[src/rtl/glpf_pkg.sv]
// Shared types, constants and the pixel classifier for the grid line projection finder.
// Used by every module of the block and by its checker; depends on nothing else.

package glpf_pkg;

	// Field and register widths.
	localparam int unsigned COUNT_W   = 11;
	localparam int unsigned LINE_W    = 10;
	localparam int unsigned CFG_W     = 11;
	localparam int unsigned GAP_W     = 10;
	localparam int unsigned CFG_IDX_W = 3;
	localparam int unsigned COLOUR_W  = 8;

	localparam logic [COUNT_W-1:0] COUNT_MAX = '1;

	// Default sizes of the column store and the row range.
	localparam int unsigned DEF_MAX_WIDTH  = 1024;
	localparam int unsigned DEF_MAX_HEIGHT = 1024;

	// Register values after reset.
	localparam logic             RST_PIXEL_MODE    = 1'b0;
	localparam logic [CFG_W-1:0] RST_IMAGE_WIDTH   = 11'd640;
	localparam logic [CFG_W-1:0] RST_IMAGE_HEIGHT  = 11'd480;
	localparam logic [CFG_W-1:0] RST_ROW_THRESHOLD = 11'd160;
	localparam logic [CFG_W-1:0] RST_COL_THRESHOLD = 11'd120;
	localparam logic [GAP_W-1:0] RST_MIN_GAP       = 10'd5;

	// Colour rules. The dark rule compares the sum against three times the mean limit.
	localparam logic [9:0] DARK_SUM_LIMIT = 10'd450;
	localparam logic [7:0] CYAN_BG_MIN    = 8'd150;
	localparam logic [7:0] CYAN_R_MAX     = 8'd100;
	localparam logic [8:0] DOM_R_MARGIN   = 9'd50;
	localparam logic [8:0] DOM_G_MARGIN   = 9'd30;
	localparam logic [7:0] LIGHT_B_MIN    = 8'd200;
	localparam logic [7:0] LIGHT_G_MIN    = 8'd180;
	localparam logic [7:0] LIGHT_R_MAX    = 8'd150;

	// Configuration register indexes.
	typedef enum logic [CFG_IDX_W-1:0] {
		REG_PIXEL_MODE    = 3'd0,
		REG_IMAGE_WIDTH   = 3'd1,
		REG_IMAGE_HEIGHT  = 3'd2,
		REG_ROW_THRESHOLD = 3'd3,
		REG_COL_THRESHOLD = 3'd4,
		REG_MIN_GAP       = 3'd5
	} cfg_reg_t;

	typedef enum logic {
		OP_PIXEL = 1'b0,
		OP_SCAN  = 1'b1
	} opcode_t;

	// Input word.
	typedef struct packed {
		opcode_t             opcode;
		logic [COLOUR_W-1:0] red;
		logic [COLOUR_W-1:0] green;
		logic [COLOUR_W-1:0] blue;
	} item_t;

	// Output word.
	typedef struct packed {
		logic [LINE_W-1:0] line_position;
		logic              is_vertical;
	} result_t;

	// Operation handed from the front end to the column store stage.
	typedef struct packed {
		logic              valid;
		logic              is_scan;
		logic              scan_active;
		logic              scan_last;
		logic              hit;
		logic              row_hit;
		logic [LINE_W-1:0] row_pos;
	} op_t;

	// True when the pixel counts towards a line under the selected mode.
	function automatic logic is_line_pixel(input logic mode, input logic [COLOUR_W-1:0] r,
		input logic [COLOUR_W-1:0] g, input logic [COLOUR_W-1:0] b);
		logic [9:0] sum;
		logic [8:0] r_ref;
		logic [8:0] g_ref;
		logic       cyan;
		logic       dominant;
		logic       light;
		sum      = 10'(r) + 10'(g) + 10'(b);
		r_ref    = 9'(r) + DOM_R_MARGIN;
		g_ref    = 9'(g) + DOM_G_MARGIN;
		cyan     = (b > CYAN_BG_MIN) && (g > CYAN_BG_MIN) && (r < CYAN_R_MAX);
		dominant = (9'(b) > r_ref) && (9'(b) > g_ref);
		light    = (b > LIGHT_B_MIN) && (g > LIGHT_G_MIN) && (r < LIGHT_R_MAX);
		return mode ? (sum < DARK_SUM_LIMIT) : (cyan | dominant | light);
	endfunction

endpackage

[src/rtl/glpf_outq.sv]
// Two-word output queue that parts the result channel from the pipeline.
// Uses glpf_pkg for the result word.

module glpf_outq (
	input  logic              clk,
	input  logic              arst_n,
	input  logic              push,
	input  glpf_pkg::result_t push_word,
	input  logic              stall,
	output logic              valid,
	output glpf_pkg::result_t word,
	output logic [1:0]        level
);
	import glpf_pkg::*;

	result_t    slot_q [2];
	logic       wr_ptr_q;
	logic       rd_ptr_q;
	logic [1:0] count_q;
	logic       pop;

	assign valid = (count_q != 2'd0);
	assign word  = slot_q[rd_ptr_q];
	assign pop   = valid && !stall;
	assign level = count_q;

	// Pointers and fill level.
	always_ff @(posedge clk or negedge arst_n) begin
		if (!arst_n) begin
			wr_ptr_q <= 1'b0;
			rd_ptr_q <= 1'b0;
			count_q  <= 2'd0;
		end else begin
			if (push) begin
				wr_ptr_q <= !wr_ptr_q;
			end
			if (pop) begin
				rd_ptr_q <= !rd_ptr_q;
			end
			count_q <= count_q + 2'(push) - 2'(pop);
		end
	end

	// Storage.
	always_ff @(posedge clk) begin
		if (push) begin
			slot_q[wr_ptr_q] <= push_word;
		end
	end

endmodule

[config.mk]
export PLATFORM = sky130hd
export DESIGN_NAME = glpf_outq
export DESIGN_NICKNAME = d
export VERILOG_FILES = /design/src/rtl/glpf_pkg.sv /design/src/rtl/glpf_outq.sv
export SDC_FILE = /design/constraint.sdc
export NUM_CORES = 1
export LEC_CHECK = 0
export ABC_AREA = 0
export BUFFER_PORTS_ARGS = -buffer_cell sky130_fd_sc_hd__buf_2
export CORE_AREA = 2 2 48 50
export CTS_CLUSTER_SIZE = 12
export DETAILED_ROUTE_END_ITERATION = 8
export DIE_AREA = 0 0 50 52
export PLACE_DENSITY = 0.77
export REMOVE_ABC_BUFFERS = 1
export SETUP_SLACK_MARGIN = 0.1
export SLEW_MARGIN = 10
export SYNTH_ARGS = -nofsm -noshare
export SYNTH_HDL_FRONTEND = slang
export SYNTH_SLANG_ARGS = --single-unit
[constraint.sdc]
create_clock -name clk -period 4 [get_ports clk]
set_input_delay 0 -clock clk [delete_from_list [all_inputs] [get_ports clk]]
set_output_delay 0 -clock clk [all_outputs]
set_load 0.03 [all_outputs]
# ---- Word level (Yosys, flattened, before mapping)
# Memories as Yosys holds them, arrays and structs flattened.
# Index checks and enable logic that the tools add are counted.
dict set report totals {
  n_memories 1
  output_inout_bits 14
  wordCells 13
  ram_bits 22
  ff_bits 4
}
dict set report op_classes {
  n_reduce_logical 5
  n_mux 2
  n_addsub 2
}
# memory depth word_bits rd rd_ports_with_merged_regs wr line_no
set memory_table {}
lappend memory_table {slot_q 2 11 1 0 1 glpf_outq.sv:16} ;# result_t slot_q [2];
# cell n
set op_table {}
lappend op_table {{$logic_not 1->1} 3}
lappend op_table {{$add 2x1->2} 1}
lappend op_table {{$mux 1} 2}
lappend op_table {{$reduce_bool 2->1} 1}
lappend op_table {{$sub 2x1->2} 1}
lappend op_table {{$logic_and 1x1->1} 1}

# ---- Logic depth before layout (Yosys ltp)
# Gate-level depths: netlist of the first run.
dict set report depth {
  ltp_word 3
  depth_mapped 7
  depth_no_buf 7
}

# ---- Least setup slack after synthesis of the first run
# No wires, ideal clock.
dict set report synth_path {
  path_type {register to register}
  startpoint {register count_q[1] (netlist: level[1])}
  endpoint {register count_q[1] (netlist: level[1])}
  t_arrival_ps 1503
  path_slack_ps 2374
  path_stages_with_launch 8
  setup_ps 123
  required_time_ps 3877
  synth_period_minus_slack_ps 1626
  path_cell_list {dfrtp_1 o21bai_1 inv_1 ha_1 inv_1 ha_1 xnor2_1 xnor2_1}
}
dict set report synth_between {
  elab_chain_cells 3
  word_cells_on_any_way 4
  classes_between {2 x add/sub; 2 x reduce/logical}
}
# item line_no
set synth_lines {}
lappend synth_lines {{start, declared} glpf_outq.sv:19} ;# logic [1:0] count_q;
lappend synth_lines {{start signal, assigned} glpf_outq.sv:40} ;# count_q <= count_q + 2'(push) - 2'(pop);
lappend synth_lines {{$reduce_bool 2->1} glpf_outq.sv:22} ;# assign valid = (count_q != 2'd0);
lappend synth_lines {{$logic_and 1x1->1} glpf_outq.sv:24} ;# assign pop = valid && !stall;
lappend synth_lines {{via pop} glpf_outq.sv:20} ;# logic pop;
lappend synth_lines {{$sub 2x1->2} glpf_outq.sv:40}
# The timed path passes the listed nets, and every way through them passes these cells.
# A chain may end at the register's enable or synchronous reset.

==> impl_metrics.yaml, run 1 <==
grt:
  grt_antenna_before_repair: 0
  grt_pass1_wl_um: 2200
  grt_pass1_vias: 513
  overflow: 0
  globalRouteTotalUtil_pct: 12.0
  grt_max_degree: 16
synth:
  yosysSeqAreaShare_pct: 74.1
  netlist_area_sq_mm: 0.00103
  syn_area_per_cell_sq_um: 20.1
  postSynthCellCount: 51
  synth_seq_cells: 26
  ys_warn_count: 0
  ys_types: 13
critical_path:
  path_cells: "mux2_2, buf_2"
  cp_data_arrival_time_ns: 1.67
  cp_slowest_cell: "dfrtp_1"
  path_max_fanout: 12
  r2r_setup_slack_ns: 2.45
  start_kind: "flop"
  crit_buf_inv: 1
  cp-end-kind: "output pin"
  worstPathRequired_ns: 4.00
  r2r-end: "level[1]"
  cp_top_family: "flip-flops"
  reg2regPathDepth: 7
  path_class: "reg2out"
  r2r_start: "level[1]"
  slowest_delay_ns: 0.79
drt:
  vias: 570
  firstDrtPassIters: 4
  drc: 0
  wl_um: 1420
  via_per_inst: 4.56
  post_drt_wl_per_cell_um: 11.4
  dr.first_iter.drc_count: 9
  antenna_left: 0
layout:
  final_cell_mix: "buf_2 (28), edfxtp_1 (22), dlygate4sd3_1 (15)"
  fill_cells: 148
  diodes: 0
  final_cell_area_sq_mm: 0.00139
  multi_input_area_sq_um: 244
  drive_gt1_share_pct: 45.4
  fin_util_pct: 66.2
  layout.nets: 115
  layout.area.seq_sq_um: 761
  final_common_cell: "buf_2"
  areaGrowthSynthToFinish_pct: 35.7
die:
  pin_count: 29
  die_x_um: 50
  fp.dieH_um: 52
  coreArea_sq_mm: 0.00211
  placementRows: 17
  dieArea_sq_mm: 0.00260
  start_util_pct: 48.8
power:
  leakage_nw: 0.588
  power_w: 0.000967
  vdd_ir_drop_max_v: 0.000395
  power_density_mw_per_mm2: 693
cts:
  cts_tree: "done"
  clkSinkCount: 26
  cts_root_buffer: "clkbuf_4"
  cts.path.max_buffers: 2
  h-tree-depth: 1
  post-cts-setup-buffer-count: 0
  numCtsBuffers: 3
  clkLatencyLatePin_ns: 0.30
  clk_pin_slew_ns: 0.13
sta:
  period_minus_slack_ns: 1.67
  worst_pin_slew_ns: 0.919
  max_slew_margin_pct: 38.6
  finalSetupViolCount: 0
  skew_ns: 0.00371
  tns_ns: 0
  hold_viol: 0
  max_freq_mhz: 598
  drv_slew: 0
  finalWorstSetupSlack_ns: 2.33
  finalCritPeriodShare_pct: 41.8
  rsz0062_at_grt: "no"
hold_path:
  hold_depth: 2
  min_from: "push_word[10]"
  hold_end: "slot_q[1][10]"
  hold_class: "in2reg"
place:
  place_congestion: 0.602
  placed_area_sq_mm: 0.00119
  portBuffers: 28
  place_ws_ns: 2.45
  hpwl_um: 969
outcome:
  status: "completed"
run:
  cap_viol_max_count: 0
## synth_stat cells, drive strengths merged
library cell / number / area (sq um)
edfxtp: 22 / 661
mux2: 11 / 158
dfrtp: 4 / 100
inv: 3 / 11.3
xnor2: 3 / 26.3
ha: 2 / 25.0
and2: 1 / 6.26
buf: 1 / 11.3
nor2b: 1 / 6.26
o21bai: 1 / 7.51
or2: 1 / 6.26
xor2: 1 / 8.76
## metal layers
metal / global-route usage, % / share of wire (%) / vias to the layer above
li1: - / - / 282
met1: 14.0 / 44 / 268
met2: 20.4 / 50 / 18
met3: 2.01 / 5.0 / 2
met4: 8.33 / 1.5 / 0
met5: 0 / 0 / -
## how the worst max path moves through the flow
stage | startpoint | depth (start not counted) | slack, ns | to
after floorplan | level[1] | 7 | 2.37 | level[1]
after global placement | wr_ptr_q | 1 | 2.47 | slot_q[0][3]
after detailed placement | level[1] | 7 | 2.45 | level[1]
after CTS | rd_ptr_q | 2 | 2.30 | word[10]
after global routing | rd_ptr_q | 2 | 2.21 | word[10]
final | rd_ptr_q | 2 | 2.33 | word[10]
## worst reg2reg max path: cells and delay by family, from the launching register on
kind / cells / cell delay [ns]
AOI/OAI and AO/OA: 1 / 0.21
DFF: 1 / 0.44
xor gates and xnor gates: 2 / 0.29
buffers and inverters: 2 / 0.11
adders and majority gates: 2 / 0.44
## report_power, final
part	internal [W]	switching [W]	total, W
logic	0.000166	0.000208	0.000375
registers	0.000367	0.0000551	0.000422
clock network	0.000101	0.0000686	0.000170
## registers in the layout, indices dropped and copies added, names as in the netlist
name,flops
slot_q,22
wr_ptr_q,1
rd_ptr_q,1
level,2
## through the flow
stage               std cells  hold slack (ns)
global placement          106           -0.189
CTS                       124         0.000297
finish                    125            0.405
floorplan                  50           -0.296
detailed placement        106           -0.188
global route              125            0.389
## cells by family (layout without fill, tap and decap cells)
kind of cell / count (synthesis) / after routing / synth area share [%]
buffers and inverters: 4 / 50 / 2.19
AND/OR/NAND/NOR: 3 / 3 / 1.83
adder cells (fa/ha/maj): 2 / 2 / 2.44
flip-flops: 26 / 26 / 74.1
XOR/XNOR: 4 / 4 / 3.41
AO/OA/AOI/OAI: 1 / 1 / 0.731
multiplexers: 11 / 11 / 15.3
## repair_timing
item | 4_1_cts | 5_1_grt
hold endpoints to repair | 29 | 4
resized for setup | 0 | 0
endpoints found under the setup margin | 0 | 0
hold buffers | 14 | 1
## area by class of cell
cell class / instances / area share [%]
Clock buffer: 3 / 1.62
Clock inverter: 1 / 2.15
Inverter: 3 / 0.808
Multi-Input combinational cell: 21 / 17.5
Sequential cell: 26 / 54.6
Tap cell: 28 / 2.51
Timing Repair Buffer: 43 / 20.8
Power figures use the tool's default switching activity.
==> run 2, diff against run 1 <==
--- a/config.mk
+++ b/config.mk
@@ -7,11 +7,11 @@
 export LEC_CHECK = 0
 export ABC_AREA = 0
 export BUFFER_PORTS_ARGS = -buffer_cell sky130_fd_sc_hd__buf_2
-export CORE_AREA = 2 2 48 50
+export CORE_AREA = 2 2 52 54
 export CTS_CLUSTER_SIZE = 12
 export DETAILED_ROUTE_END_ITERATION = 8
-export DIE_AREA = 0 0 50 52
-export PLACE_DENSITY = 0.77
+export DIE_AREA = 0 0 54 56
+export PLACE_DENSITY = 0.69
 export REMOVE_ABC_BUFFERS = 1
 export SETUP_SLACK_MARGIN = 0.1
 export SLEW_MARGIN = 10
==> constraint.sdc (replaced) <==
create_clock -name clk -period 1.35 [get_ports clk]
set_input_delay 0 -clock clk [delete_from_list [all_inputs] [get_ports clk]]
set_output_delay 0 -clock clk [all_outputs]
set_load 0.03 [all_outputs]
==> impl_metrics.yaml, run 2 (same netlist as run 1, synthesis figures left out) <==
outcome:
  status: "finished, violations left"
  failed_checks: "setup timing"
sta:
  whs_ns: 0.0109
  max_slew_margin_pct: 88.3
  worst_pin_slew_ns: 0.175
  skew_ns: 0.00118
  drv_slew: 0
  finalSetupViolCount: 5
  max_freq_mhz: 664
  finalWorstSetupSlack_ns: -0.157
  hold_viol: 0
  rsz0062_at_grt: "yes"
  period_minus_slack_ns: 1.51
  tns_ns: -0.165
  finalCritPeriodShare_pct: 112
drt:
  via_per_inst: 4.57
  post_drt_wl_per_cell_um: 13.3
  firstDrtPassIters: 4
  wl_um: 1850
  dr.first_iter.drc_count: 7
  vias: 635
  drc: 0
  antenna_left: 0
critical_path:
  start_kind: "flop"
  cp-end-kind: "flop"
  cp_top_family: "adder cells"
  path_cells: "o21bai_1, inv_1, ha_4, inv_2, ha_4, xnor2_2, xnor2_1"
  r2r-end: "level[1]"
  r2r_setup_slack_ns: -0.16
  critPathMostFrequentCell: "ha_4"
  endpoint: "level[1]"
  reg2regPathDepth: 7
  cp_slowest_cell: "dfrtp_1"
  r2r_start: "level[0]"
  cp_data_arrival_time_ns: 1.72
  crit_cells: 7
  path_class: "reg2reg"
  startpoint: "level[0]"
  path_max_fanout: 2
  crit_buf_inv: 2
  worstPathRequired_ns: 1.56
  slowest_delay_ns: 0.41
hold_path:
  hold_class: "in2async"
power:
  leakage_nw: 0.690
  power_density_mw_per_mm2: 2120
  vdd_ir_drop_max_v: 0.00153
  power_w: 0.00342
place:
  dp.cells: 115
  place_congestion: 0.572
  hpwl_um: 1160
  place_ws_ns: -0.161
  portBuffers: 28
grt:
  grt_pass1_vias: 665
  grt_pass1_wl_um: 2730
  globalRouteTotalUtil_pct: 12.3
  gr-usage-met2_pct: 23.2
  overflow: 0
  grt_antenna_before_repair: 0
  use_met3_pct: 3.23
  grt_max_degree: 15
  grt_util_met1_pct: 13.7
  gr-max-usage-layer: "met2"
cts:
  cts_root_buffer: "clkbuf_4"
  clkSinkCount: 26
  h-tree-depth: 1
  numCtsBuffers: 3
  cts.path.max_buffers: 2
  clk_pin_slew_ns: 0.13
  cts_tree: "done"
  clkLatencyLatePin_ns: 0.30
layout:
  layout.area.seq_sq_um: 762
  fin_cells: 139
  multi_input_area_sq_um: 294
  layout.nets: 127
  largest-register: "slot_q"
  drive_gt1_share_pct: 57.8
  largest_reg_flops: 22
  final_cell_mix: "edfxtp_1 (22), buf_6 (21), buf_2 (16)"
  final_common_cell: "edfxtp_1"
  areaGrowthSynthToFinish_pct: 57.2
  diodes: 0
  fill_cells: 165
die:
  dieArea_sq_mm: 0.00302
  coreArea_sq_mm: 0.00243
  pin_count: 29
  placementRows: 18
  die_x_um: 54
  start_util_pct: 42.2
  fp.dieH_um: 56
run:
  cap_viol_max_count: 0
==> run 2: how the worst min path moves through the flow <==
stage          endpoint  slack (ns)
6_report       level[0]        0.01
5_1_grt        wr_ptr_q       0.003
4_1_cts        wr_ptr_q       0.004
3_5_place_dp   wr_ptr_q       -0.18
3_3_place_gp   wr_ptr_q       -0.19
2_1_floorplan  level[0]       -0.30
==> run 2: power by group <==
part | total (W) | leakage [nW] | switching [W] | internal [W]
Clock | 0.000317 | 0.0154 | 0.000210 | 0.000108
Sequential | 0.00118 | 0.252 | 0.0000883 | 0.00109
Combinational | 0.00193 | 0.423 | 0.000890 | 0.00104
==> run 2: final cells by class <==
type	instances	area share, %
clock inverter	1	0.232
tap	30	2.32
timing repair buffer	55	30.0
inverter	3	0.697
multi-input combinational	21	18.2
sequential	26	47.2
clock buffer	3	1.39
==> run 2: what timing repair did <==
action	in CTS	in global routing
pin swaps	3	5
gates resized for setup	34	9
endpoints found under the setup margin	14	14
buffers inserted	5	3
hold buffers	13	0
endpoints found under the hold margin	28	0
cloned	0	0
==> run 2: metrics by stage <==
stage | util (%) | area (sq um)
after CTS | 63.9 | 1560
after detailed placement | 51.2 | 1250
after global placement | 51.2 | 1250
after global routing | 66.4 | 1620
after floorplan | - | 1020
final | 66.4 | 1620
==> run 2: per-layer routing <==
metal | vias up | share of wire [%] | wire [um]
met2 | 23 | 55 | 1020
li1 | 304 | - | -
met1 | 308 | 39 | 731
met3 | 0 | 5.4 | 101
met4 | 0 | 0 | 0
met5 | - | 0 | 0
