$ cat src/rtl/glpf_pkg.sv
// Shared types, constants and the pixel classifier for the grid line projection finder.
// Used by every module of the block and by its checker; depends on nothing else.

package glpf_pkg;

	// Field and register widths.
	localparam int unsigned COUNT_W   = 11;
	localparam int unsigned LINE_W    = 10;
	localparam int unsigned CFG_W     = 11;
	localparam int unsigned GAP_W     = 10;
	localparam int unsigned CFG_IDX_W = 3;
	localparam int unsigned COLOUR_W  = 8;

	localparam logic [COUNT_W-1:0] COUNT_MAX = '1;

	// Default sizes of the column store and the row range.
	localparam int unsigned DEF_MAX_WIDTH  = 1024;
	localparam int unsigned DEF_MAX_HEIGHT = 1024;

	// Register values after reset.
	localparam logic             RST_PIXEL_MODE    = 1'b0;
	localparam logic [CFG_W-1:0] RST_IMAGE_WIDTH   = 11'd640;
	localparam logic [CFG_W-1:0] RST_IMAGE_HEIGHT  = 11'd480;
	localparam logic [CFG_W-1:0] RST_ROW_THRESHOLD = 11'd160;
	localparam logic [CFG_W-1:0] RST_COL_THRESHOLD = 11'd120;
	localparam logic [GAP_W-1:0] RST_MIN_GAP       = 10'd5;

	// Colour rules. The dark rule compares the sum against three times the mean limit.
	localparam logic [9:0] DARK_SUM_LIMIT = 10'd450;
	localparam logic [7:0] CYAN_BG_MIN    = 8'd150;
	localparam logic [7:0] CYAN_R_MAX     = 8'd100;
	localparam logic [8:0] DOM_R_MARGIN   = 9'd50;
	localparam logic [8:0] DOM_G_MARGIN   = 9'd30;
	localparam logic [7:0] LIGHT_B_MIN    = 8'd200;
	localparam logic [7:0] LIGHT_G_MIN    = 8'd180;
	localparam logic [7:0] LIGHT_R_MAX    = 8'd150;

	// Configuration register indexes.
	typedef enum logic [CFG_IDX_W-1:0] {
		REG_PIXEL_MODE    = 3'd0,
		REG_IMAGE_WIDTH   = 3'd1,
		REG_IMAGE_HEIGHT  = 3'd2,
		REG_ROW_THRESHOLD = 3'd3,
		REG_COL_THRESHOLD = 3'd4,
		REG_MIN_GAP       = 3'd5
	} cfg_reg_t;

	typedef enum logic {
		OP_PIXEL = 1'b0,
		OP_SCAN  = 1'b1
	} opcode_t;

	// Input word.
	typedef struct packed {
		opcode_t             opcode;
		logic [COLOUR_W-1:0] red;
		logic [COLOUR_W-1:0] green;
		logic [COLOUR_W-1:0] blue;
	} item_t;

	// Output word.
	typedef struct packed {
		logic [LINE_W-1:0] line_position;
		logic              is_vertical;
	} result_t;

	// Operation handed from the front end to the column store stage.
	typedef struct packed {
		logic              valid;
		logic              is_scan;
		logic              scan_active;
		logic              scan_last;
		logic              hit;
		logic              row_hit;
		logic [LINE_W-1:0] row_pos;
	} op_t;

	// True when the pixel counts towards a line under the selected mode.
	function automatic logic is_line_pixel(input logic mode, input logic [COLOUR_W-1:0] r,
		input logic [COLOUR_W-1:0] g, input logic [COLOUR_W-1:0] b);
		logic [9:0] sum;
		logic [8:0] r_ref;
		logic [8:0] g_ref;
		logic       cyan;
		logic       dominant;
		logic       light;
		sum      = 10'(r) + 10'(g) + 10'(b);
		r_ref    = 9'(r) + DOM_R_MARGIN;
		g_ref    = 9'(g) + DOM_G_MARGIN;
		cyan     = (b > CYAN_BG_MIN) && (g > CYAN_BG_MIN) && (r < CYAN_R_MAX);
		dominant = (9'(b) > r_ref) && (9'(b) > g_ref);
		light    = (b > LIGHT_B_MIN) && (g > LIGHT_G_MIN) && (r < LIGHT_R_MAX);
		return mode ? (sum < DARK_SUM_LIMIT) : (cyan | dominant | light);
	endfunction

endpackage

$ cat src/rtl/glpf_front.sv
// Front end: classifies pixels, keeps the raster and scan cursors and decides row lines.
// Uses glpf_pkg; feeds the read address and the registered operation to glpf_colmem.

module glpf_front #(
	parameter int unsigned MAX_WIDTH  = glpf_pkg::DEF_MAX_WIDTH,
	parameter int unsigned MAX_HEIGHT = glpf_pkg::DEF_MAX_HEIGHT
) (
	input  logic                                  clk,
	input  logic                                  arst_n,
	input  logic                                  accept,
	input  glpf_pkg::item_t                       item,
	input  logic                                  pixel_mode,
	input  logic [$clog2(MAX_WIDTH):0]            width_eff,
	input  logic [$clog2(MAX_HEIGHT):0]           height_eff,
	input  logic [glpf_pkg::CFG_W-1:0]            row_threshold,
	input  logic [glpf_pkg::GAP_W-1:0]            min_gap,
	output logic [$clog2(MAX_WIDTH)-1:0]          rd_addr,
	output glpf_pkg::op_t                         op_s1,
	output logic [$clog2(MAX_WIDTH)-1:0]          addr_s1
);
	import glpf_pkg::*;

	localparam int unsigned CW = $clog2(MAX_WIDTH);
	localparam int unsigned RW = $clog2(MAX_HEIGHT);

	logic [CW-1:0]      column_cursor_q;
	logic [CW-1:0]      scan_pointer_q;
	logic [RW-1:0]      row_cursor_q;
	logic [RW-1:0]      last_row_line_q;
	logic               row_line_seen_q;
	logic [COUNT_W-1:0] row_count_q;

	logic               is_scan;
	logic               hit;
	logic [CW-1:0]      col;
	logic [RW-1:0]      row;
	logic               row_end;
	logic               frame_end;
	logic [COUNT_W-1:0] count_next;
	logic [RW-1:0]      row_dist;
	logic               row_far;
	logic               row_hit;
	logic               scan_active;
	logic               scan_last;

	// Classification and position of the current word.
	always_comb begin
		is_scan     = (item.opcode == OP_SCAN);
		hit         = !is_scan && is_line_pixel(pixel_mode, item.red, item.green, item.blue);
		col         = (32'(column_cursor_q) < 32'(width_eff)) ?
			column_cursor_q : CW'(width_eff - 1'b1);
		row         = (32'(row_cursor_q) < 32'(height_eff)) ?
			row_cursor_q : RW'(height_eff - 1'b1);
		row_end     = (32'(col) + 32'd1) >= 32'(width_eff);
		frame_end   = (32'(row) + 32'd1) >= 32'(height_eff);
		count_next  = (hit && (row_count_q != COUNT_MAX)) ? row_count_q + 1'b1 : row_count_q;
		row_dist    = (row >= last_row_line_q) ? row - last_row_line_q : last_row_line_q - row;
		row_far     = !row_line_seen_q || (32'(row_dist) > 32'(min_gap));
		row_hit     = row_end && (count_next > row_threshold) && row_far;
		scan_active = 32'(scan_pointer_q) < 32'(width_eff);
		scan_last   = (32'(scan_pointer_q) + 32'd1) >= 32'(width_eff);
		rd_addr     = is_scan ? scan_pointer_q : col;
	end

	// Cursors, the row counter and the row line history.
	always_ff @(posedge clk or negedge arst_n) begin
		if (!arst_n) begin
			column_cursor_q <= '0;
			scan_pointer_q  <= '0;
			row_cursor_q    <= '0;
			last_row_line_q <= '0;
			row_line_seen_q <= 1'b0;
			row_count_q     <= '0;
		end else if (accept) begin
			if (is_scan) begin
				scan_pointer_q <= (scan_active && !scan_last) ? scan_pointer_q + 1'b1 : '0;
			end else if (row_end) begin
				row_count_q     <= '0;
				column_cursor_q <= '0;
				if (row_hit) begin
					last_row_line_q <= row;
					row_line_seen_q <= 1'b1;
				end
				if (frame_end) begin
					row_cursor_q    <= '0;
					row_line_seen_q <= 1'b0;
				end else begin
					row_cursor_q <= row + 1'b1;
				end
			end else begin
				row_count_q     <= count_next;
				column_cursor_q <= col + 1'b1;
			end
		end
	end

	// Operation register towards the column store.
	always_ff @(posedge clk or negedge arst_n) begin
		if (!arst_n) begin
			op_s1 <= '0;
		end else begin
			op_s1.valid <= accept;
			if (accept) begin
				op_s1.is_scan     <= is_scan;
				op_s1.scan_active <= scan_active;
				op_s1.scan_last   <= scan_last;
				op_s1.hit         <= hit;
				op_s1.row_hit     <= row_hit && !is_scan;
				op_s1.row_pos     <= LINE_W'(row);
			end
		end
	end

	always_ff @(posedge clk) begin
		if (accept) begin
			addr_s1 <= rd_addr;
		end
	end

endmodule

$ cat config.mk
export PLATFORM = sky130hd
export DESIGN_NAME = glpf_front
export DESIGN_NICKNAME = d
export VERILOG_FILES = /design/src/rtl/glpf_pkg.sv /design/src/rtl/glpf_front.sv
export SDC_FILE = /design/constraint.sdc
export NUM_CORES = 1
export LEC_CHECK = 0
export BUFFER_PORTS_ARGS = -buffer_cell sky130_fd_sc_hd__buf_2
export CORE_MARGIN = 1
export CORE_UTILIZATION = 35
export CTS_CLUSTER_SIZE = 14
export DETAILED_ROUTE_END_ITERATION = 8
export SLEW_MARGIN = 20
export SYNTH_ARGS = -nofsm -noshare
export SYNTH_HDL_FRONTEND = slang
export SYNTH_SLANG_ARGS = --single-unit
$ cat constraint.sdc
create_clock -name clk -period 7.6 [get_ports clk]
set_clock_uncertainty 0.05 [all_clocks]
set_input_delay 1.52 -clock clk [delete_from_list [all_inputs] [get_ports clk]]
set_output_delay 1.52 -clock clk [all_outputs]
set_load 0.01 [all_outputs]
Yosys cells after proc, flatten, opt, wreduce, memory -nomap -nowiden --
Index checks and enable logic that the tools add are counted. W data, S select, Z words.
Cells by class: add/subtract/negate cells 15, magnitude comparators 18, equal/unequal tests 1, mux-type cells 12, bitwise gates (word level) 3, reductions and logical operators 21
Operators with widths (count):
- $mux W10 | 7
- $add A10 B1 Y11 const B | 3
- $ge A11 B11 Y1 | 3
- $lt A10 B11 Y1 | 3
- $gt A8 B8 Y1 const B | 4
- $add A10 B1 Y10 const B | 3
- $mux W11 | 2
- $sub A10 B1 Y10 const B | 2
- $sub A10 B10 Y10 | 2
- $gt A8 B9 Y1 | 2
- $add A11 B1 Y11 const B | 1
- $gt A11 B11 Y1 | 1
- $logic_and A1 B1 Y1 | 11
- $ne A11 B11 Y1 const B | 1
- $add A9 B8 Y10 | 1
- $ge A10 B10 Y1 | 1
- $gt A10 B10 Y1 | 1
- $lt A10 B9 Y1 const B | 1
- $add A8 B5 Y9 const B | 1
- $add A8 B6 Y9 const B | 1
- $add A8 B8 Y9 | 1
- $lt A8 B7 Y1 const B | 1
- $lt A8 B8 Y1 const B | 1
- $reduce_and A4 Y1 | 2
- other kinds (8) | 14
Word-level totals: register bits 78, input port bits 72

Depth between registers and ports, before layout --
Gate-level depths: netlist (run 1).
word-level depth 14, mapped depth 30, mapped depth without buffers 25

Worst setup path after synthesis (run 1) --
No wires, ideal clock.
kind input-to-reg, from input height_eff[6], to register last_row_line_q[0], setup time 79 ps, data arrival time 6742 ps, setup slack 729 ps, stages 28, path buffers 4, cells stage by stage inv_1 ha_1 a21oi_1 o21ai_0 a21oi_1 o22a_1 buf_2 buf_2 buf_2 a21o_1 inv_1 ha_1 fa_1 o21ai_0 a21o_1 a31oi_1 a21oi_1 mux2_2 o32a_1 nand3b_1 ha_1 a21o_1 a21oi_1 o211ai_1 o311ai_0 a21o_1 buf_2 mux2i_1
Between the ends: longest elaborated chain between the ends 8, elaborated cells between the ends (all ways) 11, those cells by class 3 x add/sub; 3 x order compare; 2 x mux; 3 x reduce/logical
RTL lines:
- from (decl) | RTL line glpf_front.sv:14 | input logic [$clog2(MAX_HEIGHT):0] height_eff,
- $lt A10 B11 Y1 * | RTL line glpf_front.sv:52 | row = (32'(row_cursor_q) < 32'(height_eff)) ?
- $mux W10 * | RTL line glpf_front.sv:52
- net row[0] | RTL line glpf_front.sv:36 | logic [RW-1:0] row;
- $sub A10 B10 Y10 or $ge A10 B10 Y1 (tied branches) | RTL line glpf_front.sv:57 | row_dist = (row >= last_row_line_q) ? row - last_row_line_q : last_row_line_q - row;
- $mux W10 | RTL line glpf_front.sv:57
- $gt A10 B10 Y1 | RTL line glpf_front.sv:58 | row_far = !row_line_seen_q || (32'(row_dist) > 32'(min_gap));
- $logic_or A1 B1 Y1 | RTL line glpf_front.sv:58
- $logic_and A1 B1 Y1 | RTL line glpf_front.sv:59 | row_hit = row_end && (count_next > row_threshold) && row_far;
- $reduce_and A4 Y1 (no source line)
- to (signal assigned) | RTL line glpf_front.sv:81 | last_row_line_q <= row;
- to (decl) | RTL line glpf_front.sv:29 | logic [RW-1:0] last_row_line_q;
Mark *: on every way through the listed nets, which the timed path passes. The rest lies on a longest branch. A chain may end at the register's enable or synchronous reset.

Worst setup path in the final report (run 1) --
from input height_eff[4], to register op_s1[10] (netlist name)
Between the ends: longest elaborated chain between the ends 8, elaborated cells between the ends (all ways) 11, those cells by class 3 x add/sub; 3 x order compare; 2 x mux; 3 x reduce/logical
RTL lines:
- $lt A10 B11 Y1 * | RTL line glpf_front.sv:52
- $mux W10 * | RTL line glpf_front.sv:52
- net row[1] | RTL line glpf_front.sv:36
- $sub A10 B10 Y10 or $ge A10 B10 Y1 (tied branches) | RTL line glpf_front.sv:57
- $mux W10 * | RTL line glpf_front.sv:57
- $gt A10 B10 Y1 * | RTL line glpf_front.sv:58
- $logic_or A1 B1 Y1 * | RTL line glpf_front.sv:58
- $logic_and A1 B1 Y1 * | RTL line glpf_front.sv:59
- $logic_and A1 B1 Y1 * | RTL line glpf_front.sv:108 | op_s1.row_hit <= row_hit && !is_scan;
- to (decl) | RTL line glpf_front.sv:18 | output glpf_pkg::op_t op_s1,
Marked as above.

==> flow_metrics.tcl, run 1 <==
set metrics [dict create \
    grt_pass1_vias 7367 \
    hold_buffers 0 \
    cts_buffers 9 \
    drt_iter0_markers 400 \
    setup_violations 0 \
    h-tree-depth 3 \
    final_common_cell "ha_1" \
    num_rows 57 \
    antenna_left 0 \
    irDropWorstVdd_v 0.000118 \
    p_total_uw 1750 \
    drive_gt1_share_pct 15.8 \
    crit_arrival_ns 7.00 \
    period_minus_slack_ns 6.86 \
    critPathLaunchType "input pin" \
    synth-edff-count 10 \
    ys.flop_type "dfrtp_1" \
    mostFrequentLayoutCells "135 x ha_1, 106 x buf_2, 93 x inv_1" \
    synthTopCellsByArea "dfrtp_1 20%, ha_1 20%, xnor2_1 5.2%, inv_1 4.0%, edfxtp_1 3.5%" \
    synth_area_mm2 0.00865 \
    synth_compound_area_share_pct 20.0 \
    grt_util_all_layers_pct 18.3 \
    nets 1307 \
    grt_max_degree 69 \
    cts_sinks 78 \
    die_area_mm2 0.0253 \
    cts_tree "yes" \
    wl_per_cell_um 15.9 \
    grt-ovfl-total 0 \
    synth_top_family_by_area "adder cells" \
    slew_violations 0 \
    async_flop_share_pct 87.2 \
    antenna_found_initial 0 \
    synth_top_area_share_pct 19.7 \
    grt_first_pass_wirelength_mm 37.8 \
    path_max_fanout 20 \
    fin_setup_tns_ns 0 \
    routed_wl_mm 22.6 \
    p_leak_uw 0.00481 \
    yosysUniqueCellTypes 84 \
    syn_area_per_cell_um2 8.76 \
    fmax_ghz 0.146 \
    path_delay_family "compound AO/OA/AOI/OAI gates" \
    cts_resized 0 \
    power.density_mw_per_mm2 178 \
    yosysSeqAreaShare_pct 23.1 \
    die_w_um 159 \
    syn_inst 987 \
    worst_pin_slew_ns 0.913 \
    status "completed" \
    portBuffers 107 \
    required_ns 7.74 \
    synth_seq_cells 78 \
    cts-root-buf "clkbuf_16" \
    hold_viol 0 \
    drv_cap 0 \
    vias_per_cell 5.36 \
    worstSetupPathType "in -> reg" \
    postCtsSetupBuffers 0 \
    yosys-mux-area-fraction_pct 5.61 \
    ctsLongestPathBuffers 2 \
    dp_hpwl_mm 18.0 \
    synthAdderAreaFrac_pct 21.8 \
    hp-class "reg -> reg" \
    die_h_um 159 \
    critPathBufInv 6 \
    final_area_mm2 0.00981 \
    placed_area_mm2 0.00953 \
    relSlewSlack_pct 39.1 \
    gp_congestion 0.868 \
    nFillCells 2504 \
    critPathMaxStageDelay_ns 0.58 \
    firstDrtPassIters 5 \
    regArea_mm2 0.00200 \
    fin_crit_sh_pct 90.2 \
    rsz0062_at_grt "no" \
    worstSetupEndpointType "flop" \
    num_vias 7600 \
    clk_pin_slew_ns 0.06 \
    syn-num-nets 1204 \
    multi_input_area_mm2 0.00615 \
    yosys.area.top_type "dfrtp_1" \
    diodes 0 \
    remaining_drc_errors 0 \
    ios 108 \
    synthSimpleGateAreaFrac_pct 17.1 \
    insertion_delay_ns 0.36 \
    slowest_stage "a21o_1" \
    core_mm2 0.0242 \
    initial_utilization_pct 35.7 \
    yosysWarnings 0 \
    synth_xor_area_share_pct 6.48 \
    area_growth_pct 13.5 \
]
per-layer routing:
metal  GRT usage [%]  wire length [um]  vias up
li1                -                 -     3824
met1            26.1             11300     3605
met2            29.0             10100      154
met3            2.71               901       17
met4            4.76               236        0
met5               0                 0        -
cells in the mapped netlist (all sizes together) (14+ instances only):
library cell  number
nor2b             15
nand4             19
nor3              22
dfrtp             68
o21ai             64
mux2              20
mux2i             26
nand2b            17
and3              14
xnor2             51
ha               135
a21oi             59
inv               93
nor2              46
nand2             70
nand3             33
a21o              22
a22o              23
state kept, by name (all words and copies together), names as in the netlist:
| signal | cells |
|---|---|
| row_count_q | 11 |
| row_line_seen_q | 1 |
| op_s1 | 16 |
| last_row_line_q | 10 |
| scan_pointer_q | 10 |
| column_cursor_q | 10 |
| addr_s1 | 10 |
| row_cursor_q | 10 |
cells by family after synthesis:
kind of cell / Yosys count
multiplexers: 46
XOR/XNOR: 64
flip-flops: 78
buffers and inverters: 119
AO/OA/AOI/OAI: 252
adder cells (fa/ha/maj): 145
AND/OR/NAND/NOR: 283
power by group:
part	switching (uW)	internal (uW)
sequential	69.5	483
clock	200	229
combinational	432	338
total	701	1050
stage by stage:
step / setup WS, ns / util [%] / cells / hold WS, ns
finish: 0.743 / 40.5 / 1419 / 0.457
global route: 0.277 / 40.5 / 1419 / 0.476
CTS: 0.736 / 40.5 / 1419 / 0.465
detailed placement: 0.372 / 39.3 / 1403 / 0.445
global placement: 0.566 / 39.3 / 1403 / 0.439
floorplan: 0.729 / - / 987 / 0.439
layout make-up:
type | instances | area share [%]
inverter | 93 | 3.56
multi-input combinational | 790 | 62.7
clock buffer | 9 | 2.30
tap | 324 | 4.13
timing repair buffer | 118 | 6.32
sequential | 78 | 20.4
clock inverter | 7 | 0.612
path summary, 6_finish.rpt:
kind	startpoint	to	slack [ns]	cells past startpoint
max	height_eff[4]	op_s1[10]	0.74	28
min	op_s1[8]	op_s1[8]	0.46	1
max reg2reg	row_cursor_q[2]	op_s1[10]	1.67	26
min reg2reg	op_s1[8]	op_s1[8]	0.46	1
max in group asynchronous	arst_n	op_s1[8]	5.66	1
min in group asynchronous	arst_n	scan_pointer_q[4]	1.22	1
Power figures use the tool's default switching activity.
==> inputs of run 2 (changes only) <==
CAP_MARGIN = 20   (was not set)
GPL_TIMING_DRIVEN = 0   (was not set)
==> flow_metrics.tcl, run 2 (synthesized netlist as in run 1, its figures left out) <==
set metrics [dict create \
    die_area_mm2 0.0253 \
    diodes 0 \
    relSlewSlack_pct 39.8 \
    worstSetupEndpointType "flop" \
    remaining_drc_errors 0 \
    place_ws_ns -0.520 \
    post-route-util_pct 41.0 \
    power_switching_uw 693 \
    final_area_mm2 0.00995 \
    die_h_um 159 \
    drt_iter0_markers 499 \
    mostFrequentLayoutCells "135 x ha_1, 109 x buf_2, 93 x inv_1" \
    portBuffers 107 \
    placed_area_mm2 0.00962 \
    fmax_ghz 0.142 \
    power.density_mw_per_mm2 176 \
    core_mm2 0.0242 \
    irDropWorstVdd_v 0.000127 \
    vias_per_cell 5.32 \
    p_clk_share_pct 24.0 \
    worstSetupPathType "in -> reg" \
    finalWorstSetupSlack_ns 0.558 \
    cts_sinks 78 \
    worst_pin_slew_ns 0.888 \
    final_cells 1438 \
    antenna_left 0 \
    period_minus_slack_ns 7.04 \
    hp-class "reg -> reg" \
    insertion_delay_ns 0.35 \
    placed_cells 1419 \
    ctsLongestPathBuffers 2 \
    gp_congestion 0.872 \
    p_leak_uw 0.00487 \
    slowest_stage "fa_1" \
    pwr-share-comb_pct 44.6 \
    nFillCells 2492 \
    critPathLaunchType "input pin" \
    path_max_fanout 10 \
    final_common_cell "ha_1" \
    cts_tree "yes" \
    clk_pin_slew_ns 0.06 \
    grt_first_pass_wirelength_mm 37.3 \
    drv_cap 0 \
    cts_buffers 9 \
    intPower_uw 1060 \
    status "completed" \
    dp_hpwl_mm 18.2 \
    p_sw_share_pct 39.5 \
    p_seq_share_pct 31.4 \
    grt_util_all_layers_pct 18.0 \
    h-tree-depth 3 \
    ios 108 \
    largest_reg_flops 16 \
    die_w_um 159 \
    nets 1326 \
    hold_viol 0 \
    regArea_mm2 0.00200 \
    routed_wl_mm 22.4 \
    max_flop_register "op_s1" \
    num_rows 57 \
    firstDrtPassIters 5 \
    grt-ovfl-total 0 \
    grt_pass1_vias 7348 \
    multi_input_area_mm2 0.00616 \
    initial_utilization_pct 35.7 \
    regToRegStartpoint "row_cursor_q[2]" \
    slew_violations 0 \
    setup_violations 0 \
    required_ns 7.81 \
    num_vias 7643 \
    reg_top3 "op_s1 x16, row_count_q x11" \
    grt_max_degree 46 \
    drive_gt1_share_pct 16.3 \
    cp-startpoint "height_eff[6]" \
    cts-root-buf "clkbuf_16" \
    area_growth_pct 15.1 \
    crit_arrival_ns 7.25 \
    rsz0062_at_grt "no" \
    hp-start "op_s1[7]" \
    antenna_found_initial 0 \
    fin_crit_sh_pct 92.7 \
    critPathMaxStageDelay_ns 0.42 \
    wl_per_cell_um 15.6 \
]
run 2: layout make-up:
type	count	area share, %
Multi-Input combinational cell	790	61.8
Timing Repair Buffer	111	5.91
Clock buffer	10	2.40
Tap cell	324	4.07
Buffer	26	1.68
Clock inverter	6	0.465
Inverter	93	3.51
Sequential cell	78	20.1
run 2: worst paths after layout:
path / cells past startpoint / to / slack, ns
worst min-delay path: 1 / op_s1[7] / 0.45
max in group asynchronous: 2 / row_count_q[7] / 5.93
min in group asynchronous: 1 / scan_pointer_q[0] / 1.03
worst max-delay path: 29 / last_row_line_q[7] / 0.56
worst min register to register: 1 / op_s1[7] / 0.45
worst max register to register: 27 / last_row_line_q[7] / 1.49
run 2: what timing repair did:
item / CTS / global route
setup buffers: 0 / 3
hold buffers: 0 / 0
pin swaps: 0 / 2
endpoints found under the setup margin: 10 / 11
gates resized for setup: 2 / 10
run 2: metrics by stage:
step,power (uW),hold WS (ns),TNS [ns]
final,1750,0.450,0
after global routing,1900,0.473,0
after CTS,1770,0.455,0
after detailed placement,1340,0.440,-4.98
after global placement,1320,0.442,-4.74
after floorplan,1100,0.439,0
run 2: worst max-delay path, delay by kind of cell:
kind                     cells  cell delay [ns]
AO/OA/AOI/OAI               15             2.62
buffers and inverters        7             1.22
adder cells (fa/ha/maj)      4             1.17
multiplexers                 2             0.60
AND/OR/NAND/NOR              1             0.08
run 2: power by group through the flow:
stage	logic [uW]	registers [uW]	clock network (uW)
after global routing	889	561	448
after floorplan	557	545	0
final	781	551	421
after detailed placement	783	557	0
after global placement	764	557	0
after CTS	787	551	434
run 2: metal layers:
layer  global-route usage [%]  vias up  wire (um)
met1                     26.1     3599      11400
met5                        0        -          0
met4                     4.46        0        297
li1                         -     3855          -
met2                     28.4      166       9830
met3                     2.16       23        837
